==> src/hdl/dgos_pkg.sv <==
// Shared types and constants for the depth grid obstacle steering block.
`default_nettype none
package dgos_pkg;

  localparam int DIST_W  = 12;
  localparam int MINPX_W = 4;
  localparam int SPEED_W = 10;
  localparam int TURN_W  = 12;
  localparam int VEL_W   = 11;
  localparam int RATE_W  = 13;
  localparam int CFG_AW  = 3;
  localparam int CFG_DW  = 12;

  localparam logic [CFG_AW-1:0] REG_OBSTACLE = 3'd0;
  localparam logic [CFG_AW-1:0] REG_MIN_PIX  = 3'd1;
  localparam logic [CFG_AW-1:0] REG_TIE      = 3'd2;
  localparam logic [CFG_AW-1:0] REG_SPEED    = 3'd3;
  localparam logic [CFG_AW-1:0] REG_TURN     = 3'd4;

  localparam logic [DIST_W-1:0]  RST_OBSTACLE = 12'd170;
  localparam logic [MINPX_W-1:0] RST_MIN_PIX  = 4'd2;
  localparam logic [DIST_W-1:0]  RST_TIE      = 12'd20;
  localparam logic [SPEED_W-1:0] RST_SPEED    = 10'd250;
  localparam logic [TURN_W-1:0]  RST_TURN     = 12'd2000;

  typedef struct packed {
    logic acc;   // accumulate the accepted zone
    logic mul;   // form threshold and cross products
    logic cmp;   // compare and register decision flags
    logic fin;   // pick steering case, emit word, clear frame
  } dgos_cmd_t;

endpackage
`default_nettype wire

==> src/hdl/dgos_ctrl.sv <==
// Controller state machine: zone intake and frame-end decision sequence.
`default_nettype none
module dgos_ctrl
  import dgos_pkg::*;
(
  input  wire logic clk,
  input  wire logic rst,
  input  wire logic start,
  input  wire logic frame_end,
  output logic      busy,
  output dgos_cmd_t cmd
);

  typedef enum logic [3:0] {
    S_IDLE = 4'b0001,
    S_MUL  = 4'b0010,
    S_CMP  = 4'b0100,
    S_FIN  = 4'b1000
  } state_t;

  state_t state, state_next;

  always_ff @(posedge clk) begin
    if (rst) begin
      state <= S_IDLE;
    end else begin
      state <= state_next;
    end
  end

  always_comb begin
    state_next = state;
    unique case (state)
      S_IDLE: if (start && frame_end) state_next = S_MUL;
      S_MUL:  state_next = S_CMP;
      S_CMP:  state_next = S_FIN;
      S_FIN:  state_next = S_IDLE;
      default: state_next = S_IDLE;
    endcase
  end

  assign busy    = (state != S_IDLE);
  assign cmd.acc = (state == S_IDLE) && start;
  assign cmd.mul = (state == S_MUL);
  assign cmd.cmp = (state == S_CMP);
  assign cmd.fin = (state == S_FIN);

endmodule
`default_nettype wire

==> src/hdl/dgos_dp.sv <==
// Datapath: config registers, region accumulators, exact mean compares, steering.
`default_nettype none
module dgos_dp
  import dgos_pkg::*;
#(
  parameter int GRID_WIDTH  = 4,
  parameter int GRID_HEIGHT = 4
) (
  input  wire logic                     clk,
  input  wire logic                     rst,
  input  wire dgos_cmd_t                cmd,
  input  wire logic [DIST_W-1:0]        zone_dist,
  input  wire logic                     frame_end,
  input  wire logic                     treasure_found,
  input  wire logic                     cfg_we,
  input  wire logic [CFG_AW-1:0]        cfg_addr,
  input  wire logic [CFG_DW-1:0]        cfg_data,
  output logic                          done,
  output logic signed [VEL_W-1:0]       velocity_mm_s,
  output logic signed [RATE_W-1:0]      turn_rate,
  output logic                          forced_turn
);

  localparam int TOTAL = GRID_WIDTH * GRID_HEIGHT;
  localparam int CPIX  = (GRID_HEIGHT - 2) * GRID_WIDTH;
  localparam int ZCW   = $clog2(TOTAL + 1);
  localparam int SCW   = $clog2(GRID_WIDTH + 1);
  localparam int CCW   = $clog2(CPIX + 1);
  localparam int SSW   = DIST_W + SCW;
  localparam int CSW   = DIST_W + CCW;
  localparam int XW    = SSW + SCW;
  localparam int TLW   = DIST_W + SCW;
  localparam int LIMW  = TLW + SCW;
  localparam int DW    = (XW > LIMW) ? XW : LIMW;
  localparam int SVW   = (SCW > MINPX_W) ? SCW : MINPX_W;
  localparam int CVW   = (CCW > MINPX_W) ? CCW : MINPX_W;
  localparam int RIGHT_START = (GRID_HEIGHT - 1) * GRID_WIDTH;

  // configuration
  logic [DIST_W-1:0]  obstacle_thresh;
  logic [MINPX_W-1:0] min_valid_pixels;
  logic [DIST_W-1:0]  tie_margin_mm;
  logic [SPEED_W-1:0] forward_speed_mm_s;
  logic [TURN_W-1:0]  turn_rate_mrad_s;

  always_ff @(posedge clk) begin
    if (rst) begin
      obstacle_thresh      <= RST_OBSTACLE;
      min_valid_pixels     <= RST_MIN_PIX;
      tie_margin_mm        <= RST_TIE;
      forward_speed_mm_s   <= RST_SPEED;
      turn_rate_mrad_s     <= RST_TURN;
    end else if (cfg_we) begin
      unique case (cfg_addr)
        REG_OBSTACLE: obstacle_thresh      <= cfg_data;
        REG_MIN_PIX:  min_valid_pixels     <= cfg_data[MINPX_W-1:0];
        REG_TIE:      tie_margin_mm        <= cfg_data;
        REG_SPEED:    forward_speed_mm_s   <= cfg_data[SPEED_W-1:0];
        REG_TURN:     turn_rate_mrad_s     <= cfg_data[TURN_W-1:0];
        default: ;
      endcase
    end
  end

  // accumulation
  logic [ZCW-1:0] zone_counter;
  logic [SSW-1:0] left_sum, right_sum;
  logic [CSW-1:0] centre_sum;
  logic [SCW-1:0] left_count, right_count;
  logic [CCW-1:0] centre_count;
  logic           treasure;

  always_ff @(posedge clk) begin
    if (rst || cmd.fin) begin
      zone_counter <= '0;
      left_sum     <= '0;
      left_count   <= '0;
      centre_sum   <= '0;
      centre_count <= '0;
      right_sum    <= '0;
      right_count  <= '0;
    end else if (cmd.acc && (zone_counter < ZCW'(TOTAL))) begin
      zone_counter <= zone_counter + ZCW'(1);
      if (zone_dist != '0) begin
        if (zone_counter < ZCW'(GRID_WIDTH)) begin
          left_sum   <= left_sum + SSW'(zone_dist);
          left_count <= left_count + SCW'(1);
        end else if (zone_counter >= ZCW'(RIGHT_START)) begin
          right_sum   <= right_sum + SSW'(zone_dist);
          right_count <= right_count + SCW'(1);
        end else begin
          centre_sum   <= centre_sum + CSW'(zone_dist);
          centre_count <= centre_count + CCW'(1);
        end
      end
    end
  end

  always_ff @(posedge clk) begin
    if (cmd.acc && frame_end) treasure <= treasure_found;
  end

  // products
  logic [SSW-1:0] thr_l, thr_r;
  logic [CSW-1:0] thr_c;
  logic [XW-1:0]  cross_a, cross_b;
  logic [TLW-1:0] tie_l;

  always_ff @(posedge clk) begin
    if (cmd.mul) begin
      thr_l   <= SSW'(obstacle_thresh * left_count);
      thr_r   <= SSW'(obstacle_thresh * right_count);
      thr_c   <= CSW'(obstacle_thresh * centre_count);
      cross_a <= XW'(left_sum * right_count);
      cross_b <= XW'(right_sum * left_count);
      tie_l   <= TLW'(tie_margin_mm * left_count);
    end
  end

  // compares
  logic          val_l, val_r, val_c;
  logic [DW-1:0] diff;
  logic [DW-1:0] lim;
  logic          obs_l, obs_c, obs_r, a_ge_b, side_ge, tie;

  assign val_l = (left_count != '0) && (SVW'(left_count) >= SVW'(min_valid_pixels));
  assign val_r = (right_count != '0) && (SVW'(right_count) >= SVW'(min_valid_pixels));
  assign val_c = (centre_count != '0) && (CVW'(centre_count) >= CVW'(min_valid_pixels));
  assign diff  = (cross_a >= cross_b) ? DW'(cross_a - cross_b) : DW'(cross_b - cross_a);
  assign lim   = DW'(tie_l * right_count);

  always_ff @(posedge clk) begin
    if (cmd.cmp) begin
      obs_l   <= val_l && (left_sum < thr_l);
      obs_r   <= val_r && (right_sum < thr_r);
      obs_c   <= val_c && (centre_sum < thr_c);
      a_ge_b  <= (cross_a >= cross_b);
      side_ge <= !val_l || (val_r && (cross_a >= cross_b));
      tie     <= (diff < lim);
    end
  end

  // steering case
  logic signed [VEL_W-1:0]  fwd_full, fwd_half, vel_next;
  logic signed [RATE_W-1:0] trn, rate_next;
  logic                     forced_next;

  assign fwd_full = VEL_W'({1'b0, forward_speed_mm_s});
  assign fwd_half = VEL_W'({2'b00, forward_speed_mm_s[SPEED_W-1:1]});
  assign trn      = RATE_W'({1'b0, turn_rate_mrad_s});

  always_comb begin
    vel_next    = '0;
    rate_next   = '0;
    forced_next = 1'b0;
    if (!obs_l && !obs_c && !obs_r) begin
      vel_next = -fwd_full;
    end else if (obs_l && !obs_r) begin
      vel_next  = obs_c ? '0 : -fwd_half;
      rate_next = trn;
    end else if (obs_r && !obs_l) begin
      vel_next  = obs_c ? '0 : -fwd_half;
      rate_next = -trn;
    end else if (!obs_l && !obs_r) begin
      rate_next = side_ge ? trn : -trn;
    end else if (tie) begin
      rate_next   = treasure ? trn : -trn;
      forced_next = 1'b1;
    end else begin
      rate_next = a_ge_b ? trn : -trn;
    end
  end

  always_ff @(posedge clk) begin
    if (rst) begin
      done <= 1'b0;
    end else begin
      done <= cmd.fin;
    end
  end

  always_ff @(posedge clk) begin
    if (cmd.fin) begin
      velocity_mm_s <= vel_next;
      turn_rate     <= rate_next;
      forced_turn   <= forced_next;
    end
  end

endmodule
`default_nettype wire

==> src/hdl/depth_grid_obstacle_steering.sv <==
// Top level of the depth grid obstacle steering block.
//
//   channel  | handshake         | word
//   ---------+-------------------+-----------------------------------------
//   zone in  | start & !busy     | zone_dist, frame_end, treasure_found
//   result   | done (one cycle)  | velocity_mm_s, turn_rate, forced_turn
//   config   | cfg_we            | cfg_addr, cfg_data
//
// One zone is taken per cycle; busy stays low while a frame is streaming.
// A zone with frame_end raises busy through the product, compare and decision
// steps; done is registered from the decision step and rises in the cycle after it.
// Synchronous reset restores register defaults and clears the frame.
// done is a strobe: the receiver cannot stall it.
`default_nettype none
module depth_grid_obstacle_steering
  import dgos_pkg::*;
#(
  parameter int GRID_WIDTH  = 4,
  parameter int GRID_HEIGHT = 4
) (
  input  wire logic                 clk,
  input  wire logic                 rst,
  input  wire logic                 start,
  output logic                      busy,
  input  wire logic [DIST_W-1:0]    zone_dist,
  input  wire logic                 frame_end,
  input  wire logic                 treasure_found,
  input  wire logic                 cfg_we,
  input  wire logic [CFG_AW-1:0]    cfg_addr,
  input  wire logic [CFG_DW-1:0]    cfg_data,
  output logic                      done,
  output logic signed [VEL_W-1:0]   velocity_mm_s,
  output logic signed [RATE_W-1:0]  turn_rate,
  output logic                      forced_turn
);

  dgos_cmd_t cmd;

  dgos_ctrl u_ctrl (
    .clk       (clk),
    .rst       (rst),
    .start     (start),
    .frame_end (frame_end),
    .busy      (busy),
    .cmd       (cmd)
  );

  dgos_dp #(
    .GRID_WIDTH  (GRID_WIDTH),
    .GRID_HEIGHT (GRID_HEIGHT)
  ) u_dp (
    .clk            (clk),
    .rst            (rst),
    .cmd            (cmd),
    .zone_dist      (zone_dist),
    .frame_end      (frame_end),
    .treasure_found (treasure_found),
    .cfg_we         (cfg_we),
    .cfg_addr       (cfg_addr),
    .cfg_data       (cfg_data),
    .done           (done),
    .velocity_mm_s  (velocity_mm_s),
    .turn_rate      (turn_rate),
    .forced_turn    (forced_turn)
  );

endmodule
`default_nettype wire

==> config.mk <==
export PLATFORM = sky130hd
export DESIGN_NAME = depth_grid_obstacle_steering
export DESIGN_NICKNAME = d
export VERILOG_FILES = /design/src/hdl/dgos_pkg.sv /design/src/hdl/dgos_ctrl.sv /design/src/hdl/dgos_dp.sv /design/src/hdl/depth_grid_obstacle_steering.sv
export SDC_FILE = /design/constraint.sdc
export NUM_CORES = 1
export LEC_CHECK = 0
export BUFFER_PORTS_ARGS = -buffer_cell sky130_fd_sc_hd__clkbuf_2
export CORE_ASPECT_RATIO = 1.75
export CORE_UTILIZATION = 70
export DETAILED_ROUTE_END_ITERATION = 6
export PLACE_DENSITY = 0.88
export SYNTH_ARGS = -nofsm -noshare
export SYNTH_HDL_FRONTEND = slang
export SYNTH_HIERARCHICAL = 1
export SYNTH_SLANG_ARGS = --single-unit
==> constraint.sdc <==
create_clock -name clk -period 10.3 [get_ports clk]
set_clock_uncertainty 0.1 [all_clocks]
set_input_delay 0.515 -clock clk [delete_from_list [all_inputs] [get_ports clk]]
set_output_delay 0.515 -clock clk [all_outputs]
set_load 0.1 [all_outputs]
==> impl_metrics.env <==
export IMPL_synthSimpleGateAreaFrac=0.173
export IMPL_placed_cells=2823
export IMPL_synth_edf_count=129
export IMPL_max_cap_violations=0
export IMPL_hold_end="u_dp/treasure"
export IMPL_yosys_area_share_adder=0.249
export IMPL_synth_yosys_seq_area_share=0.291
export IMPL_die_y_um=233
export IMPL_ys_ff_latch=245
export IMPL_io_pins=60
export IMPL_async_flop_share=0
export IMPL_outcome="finished clean"
export IMPL_final_nets=2858
export IMPL_die_area_um2=31200
export IMPL_synth_area_um2=21300
export IMPL_coreArea_um2=30100
export IMPL_finalHoldViolations=0
export IMPL_tightest_slew_ns=1.24
export IMPL_synth_cell_types=72
export IMPL_layout_min_cycle_time_ns=4.94
export IMPL_switchingPower_uw=546
export IMPL_cts_buffers=23
export IMPL_synth_xor_area_share=0.0653
export IMPL_syn_inst=2453
export IMPL_r2r_end="u_dp/tie"
export IMPL_clockRootBuffer="clkbuf_16"
export IMPL_max_freq_mhz=203
export IMPL_num_vias=17500
export IMPL_busiest_layer="met2"
export IMPL_dp_hpwl_mm=41.3
export IMPL_grt_max_degree=69
export IMPL_yosys_warnings=6
export IMPL_drtIter0Drc=1084
export IMPL_rrSetupSlack_ns=5.36
export IMPL_grt_pass1_wl_mm=85.9
export IMPL_area_growth_pct=6.12
export IMPL_wl_per_cell_um=18.8
export IMPL_grtUsageTotal=0.352
export IMPL_fin_crit_sh=0.479
export IMPL_reg2reg_from="u_dp/cross_a[0]"
export IMPL_holdCritStartpoint="treasure_found"
export IMPL_place_congestion=0.937
export IMPL_initial_core_util=0.709
export IMPL_postCtsSetupRepairBufs=0
export IMPL_final_antenna_net_count=0
export IMPL_cp_start_kind="flip-flop"
export IMPL_whs_path_depth=1
export IMPL_required_ns=10.60
export IMPL_met2_usage=0.667
export IMPL_synth_compound_area_frac=0.136
export IMPL_stdcell_count=2865
export IMPL_fp_dieW_um=134
export IMPL_grt_pass1_vias=18100
export IMPL_hp_class="in2reg"
export IMPL_critPathCaptureType="flip-flop"
export IMPL_worstPathMaxFanout=25
export IMPL_clockBufferDepth=3
export IMPL_clk_latency_ns=0.54
export IMPL_syn_nets=2850
export IMPL_clock_sinks=245
export IMPL_power_frac_seq=0.491
export IMPL_use_met3=0.0453
export IMPL_synthMuxAreaShare=0.0137
export IMPL_arrival_ns=5.24
export IMPL_p_int_mw=1.63
export IMPL_fin_tns_setup_ns=0
export IMPL_drt_vias_per_instance=6.12
export IMPL_fillers=2149
export IMPL_dr_pass1_iters=5
export IMPL_met1_usage=0.331
export IMPL_setup_violations=0
export IMPL_place_area_um2=21900
export IMPL_antenna_found_initial=0
export IMPL_gr_total_overflow=0
export IMPL_wirelength_mm=53.8
export IMPL_avgSynthCellArea_um2=8.69
export IMPL_rows=84
export IMPL_antennaDiodeCount=0
export IMPL_pwr_share_comb=0.104
export IMPL_holdBufCountCts=0
export IMPL_slew_violations=0
export IMPL_path_clk_slew_ns=0.07
export IMPL_rsz0062_at_grt="no"
export IMPL_fin_area_um2=22600
export IMPL_maxSlewHeadroom=0.171
export IMPL_ir_worst_vdd_mv=0.149
export IMPL_cts_resized=0
export IMPL_p_per_area_nw_per_um2=96.1
export IMPL_crit_type="reg2reg"
export IMPL_htree_levels=1
export IMPL_p_leak_nw=10.9
export IMPL_synth_top_family_by_area="adder cells"
export IMPL_portBuffers=59
export IMPL_tritoncts="built"
export IMPL_switching_share=0.251
export IMPL_reg2reg_depth=20
export IMPL_synth_ff_type="edfxtp_1"
export IMPL_drive_above_1_share=0.0541
export IMPL_clockPowerShare=0.405
export IMPL_drc=0
==> state kept, by name (all words and copies together) (netlist names), 5 cells and up <==
signal                   count
u_dp/cross_a                18
u_dp/turn_rate              13
u_dp/obstacle_thresh        12
u_dp/thr_c                  16
u_dp/zone_counter            5
u_dp/left_sum               15
u_dp/forward_speed_mm_s     10
u_dp/tie_margin_mm          12
u_dp/velocity_mm_s          11
u_dp/cross_b                18
u_dp/centre_sum             16
u_dp/right_sum              15
u_dp/thr_r                  15
u_dp/turn_rate_mrad_s       12
u_dp/thr_l                  15
u_dp/tie_l                  15
==> synthesized netlist by cell type, drive strengths merged, types with 5 or more instances <==
cell	count	area [um2]
nand2	434	1630
inv	316	1190
ha	264	3300
a21oi	160	812
edfxtp	129	3870
nor2	117	439
dfxtp	116	2320
xnor2	102	893
fa	100	2000
clkbuf	84	315
a21o	83	623
and2	65	409
o21ai	65	348
xor2	57	499
nor2b	33	206
mux2i	27	270
nand3	24	120
nand2b	23	144
nor3	21	110
o21a	20	150
nand3b	19	143
nand4	17	106
a211oi	13	103
o21bai	13	97.6
a21boi	11	82.6
o211ai	11	87.6
o31ai	11	82.6
or3	11	68.8
o22ai	10	62.6
and3	9	56.3
nor4	9	56.3
a31oi	8	50.1
a221oi	7	78.8
buf	6	55.1
nor4b	5	71.3
o31a	5	43.8
or2	5	31.3
==> layer usage <==
| layer | wire [um] | up-vias |
|---|---|---|
| met5 | 0 | - |
| met4 | 4850 | 0 |
| met3 | 2920 | 259 |
| met2 | 28500 | 656 |
| met1 | 17400 | 8422 |
| li1 | - | 8194 |
==> per-stage QoR <==
stage | power (mW) | util | hold WS, ns | setup slack (ns)
3_5_place_dp | 1.31 | 0.727 | 0.380 | 5.39
3_3_place_gp | 1.29 | 0.727 | 0.354 | 5.44
5_1_grt | 2.25 | 0.753 | 0.0877 | 4.98
6_report | 2.18 | 0.753 | 0.100 | 5.36
4_1_cts | 2.18 | 0.753 | 0.0855 | 5.35
2_1_floorplan | 1.24 | - | 0.335 | 3.83
==> how the worst max path moves through the flow <==
stage,endpoint,startpoint,cells after the start
2_1_floorplan,u_dp/cross_a[0],u_ctrl/state[1],1
3_3_place_gp,u_dp/tie,u_dp/cross_a[0],20
3_5_place_dp,u_dp/tie,u_dp/cross_a[0],20
4_1_cts,u_dp/tie,u_dp/cross_a[0],20
5_1_grt,u_dp/tie,u_dp/cross_a[0],20
6_report,u_dp/tie,u_dp/cross_a[0],20
==> kinds of logic after synthesis <==
logic type | Yosys count
compound gates | 446
flops | 245
xor+xnor | 159
buf+inv | 406
fa+ha+maj | 364
mux | 29
simple gates | 804
==> area by class of cell <==
type	count	area, um2	share of cell area
Multi-Input combinational cell	1802	13600	0.601
Inverter	316	1190	0.0524
Timing Repair Buffer	73	400	0.0177
Clock buffer	31	627	0.0277
Sequential cell	245	6200	0.274
Clock inverter	11	141	0.00625
Tap cell	387	484	0.0214
==> power by group through the flow <==
stage / sequential (mW) / combinational, mW / clock [mW]
5_1_grt: 1.07 / 0.249 / 0.927
3_5_place_dp: 1.09 / 0.219 / 0
6_report: 1.07 / 0.226 / 0.882
2_1_floorplan: 1.08 / 0.162 / 0
3_3_place_gp: 1.09 / 0.207 / 0
4_1_cts: 1.07 / 0.222 / 0.893
==> worst max-delay path, stage by stage (launching register included) <==
cell and delay [ns]:
edfxtp_1 0.39, inv_1 0.07, ha_1 0.16, inv_1 0.05, fa_1 0.38, a21o_1 0.22, a221oi_4 0.31, o21ai_2 0.12
a2111o_1 0.43, and2_4 0.19, o21ai_4 0.73, mux2_1 0.39, a21oi_1 0.16, xnor2_1 0.14, ha_1 0.24, nor2b_1 0.13
o21ai_0 0.14, nand2b_1 0.07, a21oi_1 0.14, o21ai_0 0.10, a21oi_1 0.14
==> layout by cell type (no fill, tap or decap), types with 11 or more instances in the layout <==
master,count
clkbuf_2,60
and2_1,64
xnor2_1,102
nor2_1,116
a21boi_0,11
ha_1,264
nor2b_1,33
xor2_1,57
a211oi_1,12
inv_1,315
nor3_1,19
nand2_1,434
o31ai_1,11
o21ai_0,60
mux2i_1,27
clkbuf_16,23
o21bai_1,13
a21o_1,83
buf_4,14
o21a_1,20
fa_1,100
or3_1,11
a21oi_1,157
nand2b_1,23
dfxtp_1,116
nand3_1,24
edfxtp_1,129
nand3b_1,19
nand4_1,17
No activity file was read; power rests on OpenSTA's default activity.
